--- src/hdl/mexp_pkg.sv ---
// Package with the sequencer states and fixed constants of the modular exponentiation core.
`timescale 1ns / 1ps
`default_nettype none

package mexp_pkg;

    // Modulus after reset, cut to the operand width by the user.
    localparam logic [63:0] RESET_MODULUS = 64'd1000000007;

    typedef enum logic [2:0] {
        ST_IDLE,
        ST_RED_ISSUE,
        ST_RED_WAIT,
        ST_SQ_ISSUE,
        ST_SQ_WAIT,
        ST_MUL_ISSUE,
        ST_MUL_WAIT,
        ST_DELIVER
    } mexp_state_t;

    typedef struct packed {
        logic start;
    } mexp_mul_ctrl_t;

    typedef struct packed {
        logic busy;
        logic done;
    } mexp_mul_stat_t;

endpackage

`default_nettype wire

--- src/hdl/mexp_mulmod.sv ---
// Bit-serial modular multiplier that consumes one multiplier bit per cycle.
`timescale 1ns / 1ps
`default_nettype none

module mexp_mulmod #(
    parameter int WIDTH = 32
) (
    input  wire logic                    clk,
    input  wire logic                    rst_n,
    input  wire mexp_pkg::mexp_mul_ctrl_t ctrl,
    input  wire logic [WIDTH-1:0]        a,
    input  wire logic [WIDTH-1:0]        b,
    input  wire logic [WIDTH-1:0]        m,
    output mexp_pkg::mexp_mul_stat_t      stat,
    output logic [WIDTH-1:0]             product
);

    localparam int CW = $clog2(WIDTH);
    localparam logic [CW-1:0] LAST_BIT = CW'(WIDTH - 1);

    logic             busy_reg;
    logic             done_reg;
    logic [CW-1:0]    cnt_reg;
    logic [WIDTH-1:0] a_reg;
    logic [WIDTH-1:0] b_reg;
    logic [WIDTH-1:0] m_reg;
    logic [WIDTH-1:0] r_reg;
    logic [WIDTH-1:0] r_next;

    logic [WIDTH:0]   dbl_sum;
    logic [WIDTH-1:0] dbl_mod;
    logic [WIDTH:0]   add_sum;
    logic [WIDTH-1:0] add_mod;

    // Double the partial sum, then add the multiplicand when the bit is set.
    always_comb
    begin
        dbl_sum = {1'b0, r_reg} + {1'b0, r_reg};
        if (dbl_sum >= {1'b0, m_reg})
        begin
            dbl_sum = dbl_sum - {1'b0, m_reg};
        end
        dbl_mod = dbl_sum[WIDTH-1:0];
        add_sum = {1'b0, dbl_mod} + {1'b0, a_reg};
        if (add_sum >= {1'b0, m_reg})
        begin
            add_sum = add_sum - {1'b0, m_reg};
        end
        add_mod = add_sum[WIDTH-1:0];
        r_next = b_reg[WIDTH-1] ? add_mod : dbl_mod;
    end

    always_ff @(posedge clk or negedge rst_n)
    begin
        if (!rst_n)
        begin
            busy_reg <= 1'b0;
            done_reg <= 1'b0;
            cnt_reg  <= '0;
        end
        else
        begin
            done_reg <= 1'b0;
            if (ctrl.start)
            begin
                busy_reg <= 1'b1;
                cnt_reg  <= '0;
            end
            else if (busy_reg)
            begin
                cnt_reg <= cnt_reg + CW'(1);
                if (cnt_reg == LAST_BIT)
                begin
                    busy_reg <= 1'b0;
                    done_reg <= 1'b1;
                end
            end
        end
    end

    always_ff @(posedge clk)
    begin
        if (ctrl.start)
        begin
            a_reg <= a;
            b_reg <= b;
            m_reg <= m;
            r_reg <= '0;
        end
        else if (busy_reg)
        begin
            b_reg <= {b_reg[WIDTH-2:0], 1'b0};
            r_reg <= r_next;
        end
    end

    assign stat.busy = busy_reg;
    assign stat.done = done_reg;
    assign product   = r_reg;

endmodule

`default_nettype wire

--- src/hdl/modular_exponentiation_core.sv ---
// Modular exponentiation core: base to the exponent modulo a programmable modulus.
//
// An item on the input channel carries base_value and exponent; it is taken when
// in_valid is high and in_stall is low. One item is worked on at a time, and
// in_stall stays high from acceptance until the sequencer is idle again.
// The base is first reduced by the modulus, then the exponent is scanned from
// its top bit down with a square for every bit and a multiply for every set bit.
// Every modular product runs on one shared bit-serial multiplier, with an issue step
// that starts it and a wait step that takes its product when it is done.
// A modulus of zero skips the work and goes straight to the last step with a zero result.
// The result sits in an output register; a new item is accepted while it waits.
// If out_stall holds off a finished result while a second one is ready, the
// sequencer waits in its last step until the output register is free.
// Reset clears the channel state and loads the modulus with 1000000007.
// The user writes the modulus through modulus_write and modulus while the core is idle; the core does not enforce it.
`timescale 1ns / 1ps
`default_nettype none

module modular_exponentiation_core #(
    parameter int OPERAND_WIDTH = 32
) (
    input  wire logic                     clk,
    input  wire logic                     rst_n,
    input  wire logic                     modulus_write,
    input  wire logic [OPERAND_WIDTH-1:0] modulus,
    input  wire logic                     in_valid,
    output logic                          in_stall,
    input  wire logic [OPERAND_WIDTH-1:0] base_value,
    input  wire logic [OPERAND_WIDTH-1:0] exponent,
    output logic                          out_valid,
    input  wire logic                     out_stall,
    output logic [OPERAND_WIDTH-1:0]      power_result
);

    localparam int W  = OPERAND_WIDTH;
    localparam int CW = $clog2(W);
    localparam logic [CW-1:0] LAST_BIT = CW'(W - 1);

    mexp_pkg::mexp_state_t    state_reg;
    mexp_pkg::mexp_state_t    state_next;
    logic [W-1:0]             modulus_reg;
    logic                     out_valid_reg;
    logic                     out_valid_next;
    logic [W-1:0]             result_reg;
    logic [W-1:0]             result_next;
    logic [W-1:0]             base_reg;
    logic [W-1:0]             base_next;
    logic [W-1:0]             exp_reg;
    logic [W-1:0]             exp_next;
    logic [CW-1:0]            cnt_reg;
    logic [CW-1:0]            cnt_next;
    logic [W-1:0]             res_reg;
    logic [W-1:0]             res_next;
    logic [W-1:0]             one_mod;
    logic                     accept;
    logic                     out_free;
    mexp_pkg::mexp_mul_ctrl_t mul_ctrl;
    mexp_pkg::mexp_mul_stat_t mul_stat;
    logic [W-1:0]             mul_a;
    logic [W-1:0]             mul_b;
    logic [W-1:0]             mul_product;

    mexp_mulmod #(
        .WIDTH(W)
    ) u_mulmod (
        .clk     (clk),
        .rst_n   (rst_n),
        .ctrl    (mul_ctrl),
        .a       (mul_a),
        .b       (mul_b),
        .m       (modulus_reg),
        .stat    (mul_stat),
        .product (mul_product)
    );

    assign one_mod  = {{(W - 1){1'b0}}, (modulus_reg != W'(1))};
    assign accept   = in_valid && (state_reg == mexp_pkg::ST_IDLE);
    assign out_free = !out_valid_reg || !out_stall;

    always_comb
    begin
        state_next     = state_reg;
        base_next      = base_reg;
        exp_next       = exp_reg;
        cnt_next       = cnt_reg;
        res_next       = res_reg;
        result_next    = result_reg;
        out_valid_next = out_valid_reg && out_stall;
        mul_ctrl.start = 1'b0;
        mul_a          = res_reg;
        mul_b          = res_reg;

        unique case (state_reg)
            mexp_pkg::ST_IDLE:
            begin
                if (accept)
                begin
                    base_next = base_value;
                    exp_next  = exponent;
                    cnt_next  = '0;
                    res_next  = one_mod;
                    if (modulus_reg == '0)
                    begin
                        res_next   = '0;
                        state_next = mexp_pkg::ST_DELIVER;
                    end
                    else
                    begin
                        state_next = mexp_pkg::ST_RED_ISSUE;
                    end
                end
            end
            mexp_pkg::ST_RED_ISSUE:
            begin
                mul_ctrl.start = 1'b1;
                mul_a          = one_mod;
                mul_b          = base_reg;
                state_next     = mexp_pkg::ST_RED_WAIT;
            end
            mexp_pkg::ST_RED_WAIT:
            begin
                if (mul_stat.done)
                begin
                    base_next  = mul_product;
                    state_next = mexp_pkg::ST_SQ_ISSUE;
                end
            end
            mexp_pkg::ST_SQ_ISSUE:
            begin
                mul_ctrl.start = 1'b1;
                state_next     = mexp_pkg::ST_SQ_WAIT;
            end
            mexp_pkg::ST_SQ_WAIT:
            begin
                if (mul_stat.done)
                begin
                    res_next = mul_product;
                    if (exp_reg[W-1])
                    begin
                        state_next = mexp_pkg::ST_MUL_ISSUE;
                    end
                    else if (cnt_reg == LAST_BIT)
                    begin
                        state_next = mexp_pkg::ST_DELIVER;
                    end
                    else
                    begin
                        exp_next   = {exp_reg[W-2:0], 1'b0};
                        cnt_next   = cnt_reg + CW'(1);
                        state_next = mexp_pkg::ST_SQ_ISSUE;
                    end
                end
            end
            mexp_pkg::ST_MUL_ISSUE:
            begin
                mul_ctrl.start = 1'b1;
                mul_b          = base_reg;
                state_next     = mexp_pkg::ST_MUL_WAIT;
            end
            mexp_pkg::ST_MUL_WAIT:
            begin
                if (mul_stat.done)
                begin
                    res_next = mul_product;
                    if (cnt_reg == LAST_BIT)
                    begin
                        state_next = mexp_pkg::ST_DELIVER;
                    end
                    else
                    begin
                        exp_next   = {exp_reg[W-2:0], 1'b0};
                        cnt_next   = cnt_reg + CW'(1);
                        state_next = mexp_pkg::ST_SQ_ISSUE;
                    end
                end
            end
            mexp_pkg::ST_DELIVER:
            begin
                if (out_free)
                begin
                    result_next    = res_reg;
                    out_valid_next = 1'b1;
                    state_next     = mexp_pkg::ST_IDLE;
                end
            end
            default:
            begin
                state_next = mexp_pkg::ST_IDLE;
            end
        endcase
    end

    always_ff @(posedge clk or negedge rst_n)
    begin
        if (!rst_n)
        begin
            state_reg     <= mexp_pkg::ST_IDLE;
            out_valid_reg <= 1'b0;
            modulus_reg   <= mexp_pkg::RESET_MODULUS[W-1:0];
        end
        else
        begin
            state_reg     <= state_next;
            out_valid_reg <= out_valid_next;
            if (modulus_write)
            begin
                modulus_reg <= modulus;
            end
        end
    end

    always_ff @(posedge clk)
    begin
        base_reg   <= base_next;
        exp_reg    <= exp_next;
        cnt_reg    <= cnt_next;
        res_reg    <= res_next;
        result_reg <= result_next;
    end

    assign in_stall     = (state_reg != mexp_pkg::ST_IDLE);
    assign out_valid    = out_valid_reg;
    assign power_result = result_reg;

endmodule

`default_nettype wire

--- config.mk ---
export PLATFORM = sky130hd
export DESIGN_NAME = modular_exponentiation_core
export DESIGN_NICKNAME = d
export VERILOG_FILES = /design/src/hdl/mexp_pkg.sv /design/src/hdl/mexp_mulmod.sv /design/src/hdl/modular_exponentiation_core.sv
export SDC_FILE = /design/constraint.sdc
export NUM_CORES = 1
export LEC_CHECK = 0
export BUFFER_PORTS_ARGS = -buffer_cell sky130_fd_sc_hd__buf_2
export CORE_AREA = 4 4 208 210
export CTS_CLUSTER_DIAMETER = 40
export DETAILED_ROUTE_END_ITERATION = 8
export DIE_AREA = 0 0 212 214
export PLACE_DENSITY = 0.64
export SLEW_MARGIN = 10
export SYNTH_ARGS = -nofsm -noshare
export SYNTH_HDL_FRONTEND = slang
export SYNTH_SLANG_ARGS = --single-unit
--- constraint.sdc ---
create_clock -name clk -period 5.9 [get_ports clk]
set_input_delay 0.295 -clock clk [delete_from_list [all_inputs] [get_ports clk]]
set_output_delay 0.295 -clock clk [all_outputs]
set_load 0.05 [all_outputs]
# Yosys cells after proc, flatten, opt, wreduce, memory -nomap -nowiden
# Cells that the tools add are included.
# word_totals
output_inout_bits	34
ff_bits	304
elab_cells	112
# classes
n_addsub	6
n_lt_le_gt_ge	2
mux	46
reduce_logical	22
n_eq_ne	19
# op_table
cell	n
2-to-1 mux 32 bit	15
case mux 32 bit (2 select lines)	2
case mux 32 bit (3 select lines)	1
adder 32 x 32 -> 33 bit	2
>= comparator 33 x 32 -> 1 bit	2
subtractor 32 bit	2
2-to-1 mux 5 bit	7
logical NOT 32 bit	1
inequality test 32 x 1 -> 1 bit, second input constant	1
2-to-1 mux 3 bit	8
case mux 3 bit (8 select lines)	1
case mux 5 bit (3 select lines)	1
AND reduction 5 bit	3
== test 3 bit, second input constant	4
2-to-1 mux 1 bit	11
adder 5 x 1 -> 5 bit, second input constant	2
== test 5 bit, second input constant	2
inequality test 2 bit, second input constant	5
inequality test 2 x 1 -> 1 bit, second input constant	4
AND reduction 7 bit	1
== test 3 x 2 -> 1 bit, second input constant	2
AND reduction 3 bit	2
nonzero test 2 bit	3
nonzero test 3 bit	2
other kinds (8)	11

# Longest topological paths before layout
# logic_depth
word_depth	7
mapped_depth	34
depth_no_buf	31

# Cells and area by module
# From an unflattened synthesis, not the netlist that was laid out.
# unflattened
cells_unflattened	1606
area_unflattened_um2	17887.2
# modules_own_cells
mod	seq_area_each_um2	n_inst	cells_each	area_each_um2
mexp_mulmod	3698.5	1	1141	10603.9
modular_exponentiation_core	4914.7	1	465	7283.2

# Least setup slack after synthesis
# Ideal clock, no wire load.
# synth_path
path_kind	reg-to-reg
from	reg u_mulmod.m_reg[6]
to	reg u_mulmod.r_reg[19] (netlist: u_mulmod.product[19])
arrival_ns	6.354
setup_ns	0.122
path_stages_with_launch	28
setup_slack_ns	-0.576
path_buffers	1
cell_sequence	edfxtp_1 > inv_1 > ha_1 > a211o_1 > o211ai_1 > and4_1 > o211ai_2 > and3_1 > nor3_4 > buf_2 > nor2_1 > or2_2 > ha_1 > a21o_1 > a21o_1 > a211oi_1 > o32ai_1 > o21ba_2 > mux2i_1 > a2111o_1 > ha_1 > a21o_1 > a211oi_1 > o211ai_1 > a311oi_4 > nand2_4 > mux2_1 > a221o_1
# synth_between
elab_chain_cells	6
# synth_lines
item	line_no	source
from (decl)	mexp_mulmod.sv:26	logic [WIDTH-1:0] m_reg;
from (signal assigned)	mexp_mulmod.sv:87	m_reg <= m;
subtractor 32 bit or >= comparator 33 x 32 -> 1 bit (tied branches)	mexp_mulmod.sv:41, mexp_mulmod.sv:39	
2-to-1 mux 32 bit	mexp_mulmod.sv:39	if (dbl_sum >= {1'b0, m_reg})
adder 32 x 32 -> 33 bit	mexp_mulmod.sv:44	add_sum = {1'b0, dbl_mod} + {1'b0, a_reg};
subtractor 32 bit or >= comparator 33 x 32 -> 1 bit (tied branches)	mexp_mulmod.sv:47, mexp_mulmod.sv:45	
2-to-1 mux 32 bit	mexp_mulmod.sv:45	if (add_sum >= {1'b0, m_reg})
2-to-1 mux 32 bit (*)	mexp_mulmod.sv:50	r_next = b_reg[WIDTH-1] ? add_mod : dbl_mod;
to (signal assigned)	mexp_mulmod.sv:93	r_reg <= r_next;
to (decl)	mexp_mulmod.sv:27	logic [WIDTH-1:0] r_reg;
# Every way passes the cells marked *; elsewhere a longest branch is shown, timed or not.
# A chain may end at the register's enable or synchronous reset.

# Worst setup path in the final report
# layout_path
from	reg u_mulmod.m_reg[6]
to	reg u_mulmod.r_reg[23] (netlist: u_mulmod.product[23])
# The elaborated chain is that of the path after synthesis.

==> impl_metrics.toml <==
[floorplanning]
die_x_um = 212
floorplan.die_area_sq_um = 45370
die_y_um = 214
start_util = 0.4449
io_pins = 135
core.rowCount = 75
coreArea_sq_um = 41570

[sta]
fin_ws_ns = -0.7337
setup_tns_ns = -19.77
tightest_slew_ns = 1.262
setup_viol = 32
fmax_mhz = 150.7
period_share = 1.124
hold_violations = 0
skew_ns = 0.02321
layout_min_cycle_time_ns = 6.634
maxSlewHeadroom = 0.1373
rsz0062_at_grt = "true"
final_max_slew_viol_count = 0

[worst_setup_path]
rrSetupSlack_ns = -0.73
crit_required_ns = 6.35
critPathMaxFanout = 12
rr_worst_depth = 28
worstSetupPathType = "reg -> reg"
critPathLaunchType = "register"
cp-end-kind = "register"
reg2reg_from = "u_mulmod.m_reg[6]"
r2r-end = "u_mulmod.product[23]"
cp_slowest_stage_delay_ns = 0.44
arrival_ns = 7.08
slowest_stage = "a2111o_1"
startpoint = "u_mulmod.m_reg[6]"

[logic_synthesis]
synth_area_leaders = "edfxtp_1 37%, ha_1 6.7%, mux2_2 4.8%"
ys_async_sr_fraction = 0.1414
syn_nets = 2007
yosys_warnings = 0
synthesis.area_sq_um = 18500
synth-edff-count = 229
yosys-top-cells-count = "229 x edfxtp_1, 163 x nand2_1, 140 x nor2_1"
ys_ff_latch = 304
yosysTopAreaCell = "edfxtp_1"
yosysSeqAreaShare = 0.4657
synth_top_area_share = 0.3718
synth_flop_cell = "edfxtp_1"
synthCells = 1804
synthMostInstantiatedCell = "edfxtp_1"
synth.distinct_cells = 90
syn_avg_cell_area_sq_um = 10.25

[global_routing]
grt_pass1_vias = 16628
grt_overflow = 0
track_usage = 0.2677
grt_max_degree = 81
grt_antenna_before_repair = 1
grt_pass1_wl_um = 95230

[clock_tree]
clkSinkCount = 304
cts_max_path_buffers = 3
clkLatencyLatePin_ns = 0.57
cts-root-buf = "clkbuf_16"
htreeDepth = 2
cts.clk_slew.worst_paths_ns = 0.06
numCtsBuffers = 47
cts_tree = "built"

[hold_path]
min_to = "exp_reg[25]"
whs_path_depth = 2
hp-start = "exponent[25]"
worstHoldPathType = "in -> reg"

[routing]
ant_nets = 0
wl_per_cell_um = 20.99
drt-initial-drc-count = 1847
viasPerCell = 5.686
wl_um = 63290
drc_errors = 0
firstDrtPassIters = 6
vias = 17149

[placed_design]
portBuffers = 134
dp_hpwl_um = 47450
gp_congestion = 0.9874
dp_cells = 2853

[final_layout]
multi_input_area_sq_um = 10530
areaGrowthSynthToFinish_pct = 44.38
fin_cells = 3016
drive_above_1_share = 0.4134
postLayoutCoreUtil = 0.6424
antenna_cells = 0
seq_area_sq_um = 8613
nets = 2642
n_fill_cell = 3285

[run]
maxCapViolations = 0

[status]
status = "complete, but fails checks"
violations = "negative setup slack"
==> layer usage <==
metal | global-route usage | wire (um) | vias to the layer above
met1 | 0.4049 | 29300 | 8358
met4 | 0.07175 | 1716 | 0
met5 | 0 | 0 | -
met3 | 0.03720 | 4399 | 113
li1 | - | - | 8044
met2 | 0.4041 | 27880 | 634
==> placed cells by master, fill, tap and decap left out, types with 34 or more instances in the layout <==
| cell | n |
|---|---|
| a21o_1 | 46 |
| a21oi_1 | 84 |
| a31oi_1 | 52 |
| and2_1 | 34 |
| buf_2 | 134 |
| buf_4 | 479 |
| clkbuf_16 | 50 |
| dlygate4sd3_1 | 36 |
| edfxtp_1 | 229 |
| ha_1 | 66 |
| inv_1 | 77 |
| mux2_2 | 77 |
| nand2_1 | 152 |
| nand3_1 | 39 |
| nor2_1 | 133 |
| nor2b_1 | 39 |
| o21ai_0 | 46 |
| xnor2_1 | 35 |
==> what timing repair did <==
| item | CTS | global route |
|---|---|---|
| setup endpoints to repair | 32 | 32 |
| buffers inserted | 17 | 22 |
| hold buffers | 36 | 0 |
| hold endpoints to repair | 62 | 0 |
| pin swaps | 42 | 63 |
| cloned | 1 | 0 |
| resized for setup | 90 | 144 |
==> how the worst max path moves through the flow <==
stage / endpoint / slack [ns]
2_1_floorplan: u_mulmod.product[19] / -0.08
3_3_place_gp: u_mulmod.product[10] / -1.08
3_5_place_dp: u_mulmod.product[9] / -1.11
4_1_cts: u_mulmod.product[19] / -0.67
5_1_grt: u_mulmod.product[19] / -0.98
6_report: u_mulmod.product[23] / -0.73
==> critical path: cells and delay by family (launching register included) <==
kind | cells | cell delay (ns)
AND/OR/NAND/NOR | 7 | 1.43
adder cells (fa/ha/maj) | 3 | 0.85
multiplexers | 3 | 0.82
flip-flops | 1 | 0.33
AO/OA/AOI/OAI | 10 | 2.47
buffers and inverters | 5 | 0.62
==> metrics by stage <==
stage | hold WS, ns | setup WS, ns | cell area [sq um]
final | 0.02245 | -0.7337 | 26700
after global routing | 0.01274 | -0.9830 | 26700
after CTS | 0.003036 | -0.6671 | 25780
after detailed placement | 0.4579 | -1.107 | 23180
after global placement | 0.4563 | -1.084 | 23180
after floorplan | -0.0005911 | -0.08351 | 18680
==> logic make-up (layout without fill, tap and decap cells) <==
logic type	after synthesis	after routing	synth area share
flip-flops	304	304	0.4657
multiplexers	97	97	0.05817
XOR/XNOR	77	77	0.03646
adder cells (fa/ha/maj)	102	102	0.07022
AND/OR/NAND/NOR	565	565	0.1487
buffers and inverters	171	844	0.03741
AO/OA/AOI/OAI	488	488	0.1834
==> area by class of cell <==
cell class | instances | share of cell area
Clock buffer | 55 | 0.04793
Clock inverter | 32 | 0.01312
Inverter | 84 | 0.01190
Multi-Input combinational cell | 1329 | 0.3943
Sequential cell | 304 | 0.3225
Tap cell | 539 | 0.02525
Timing Repair Buffer | 673 | 0.1850
Power is not shown: default switching activity piles up to over one toggle a cycle in this logic, so the estimate is an artifact.
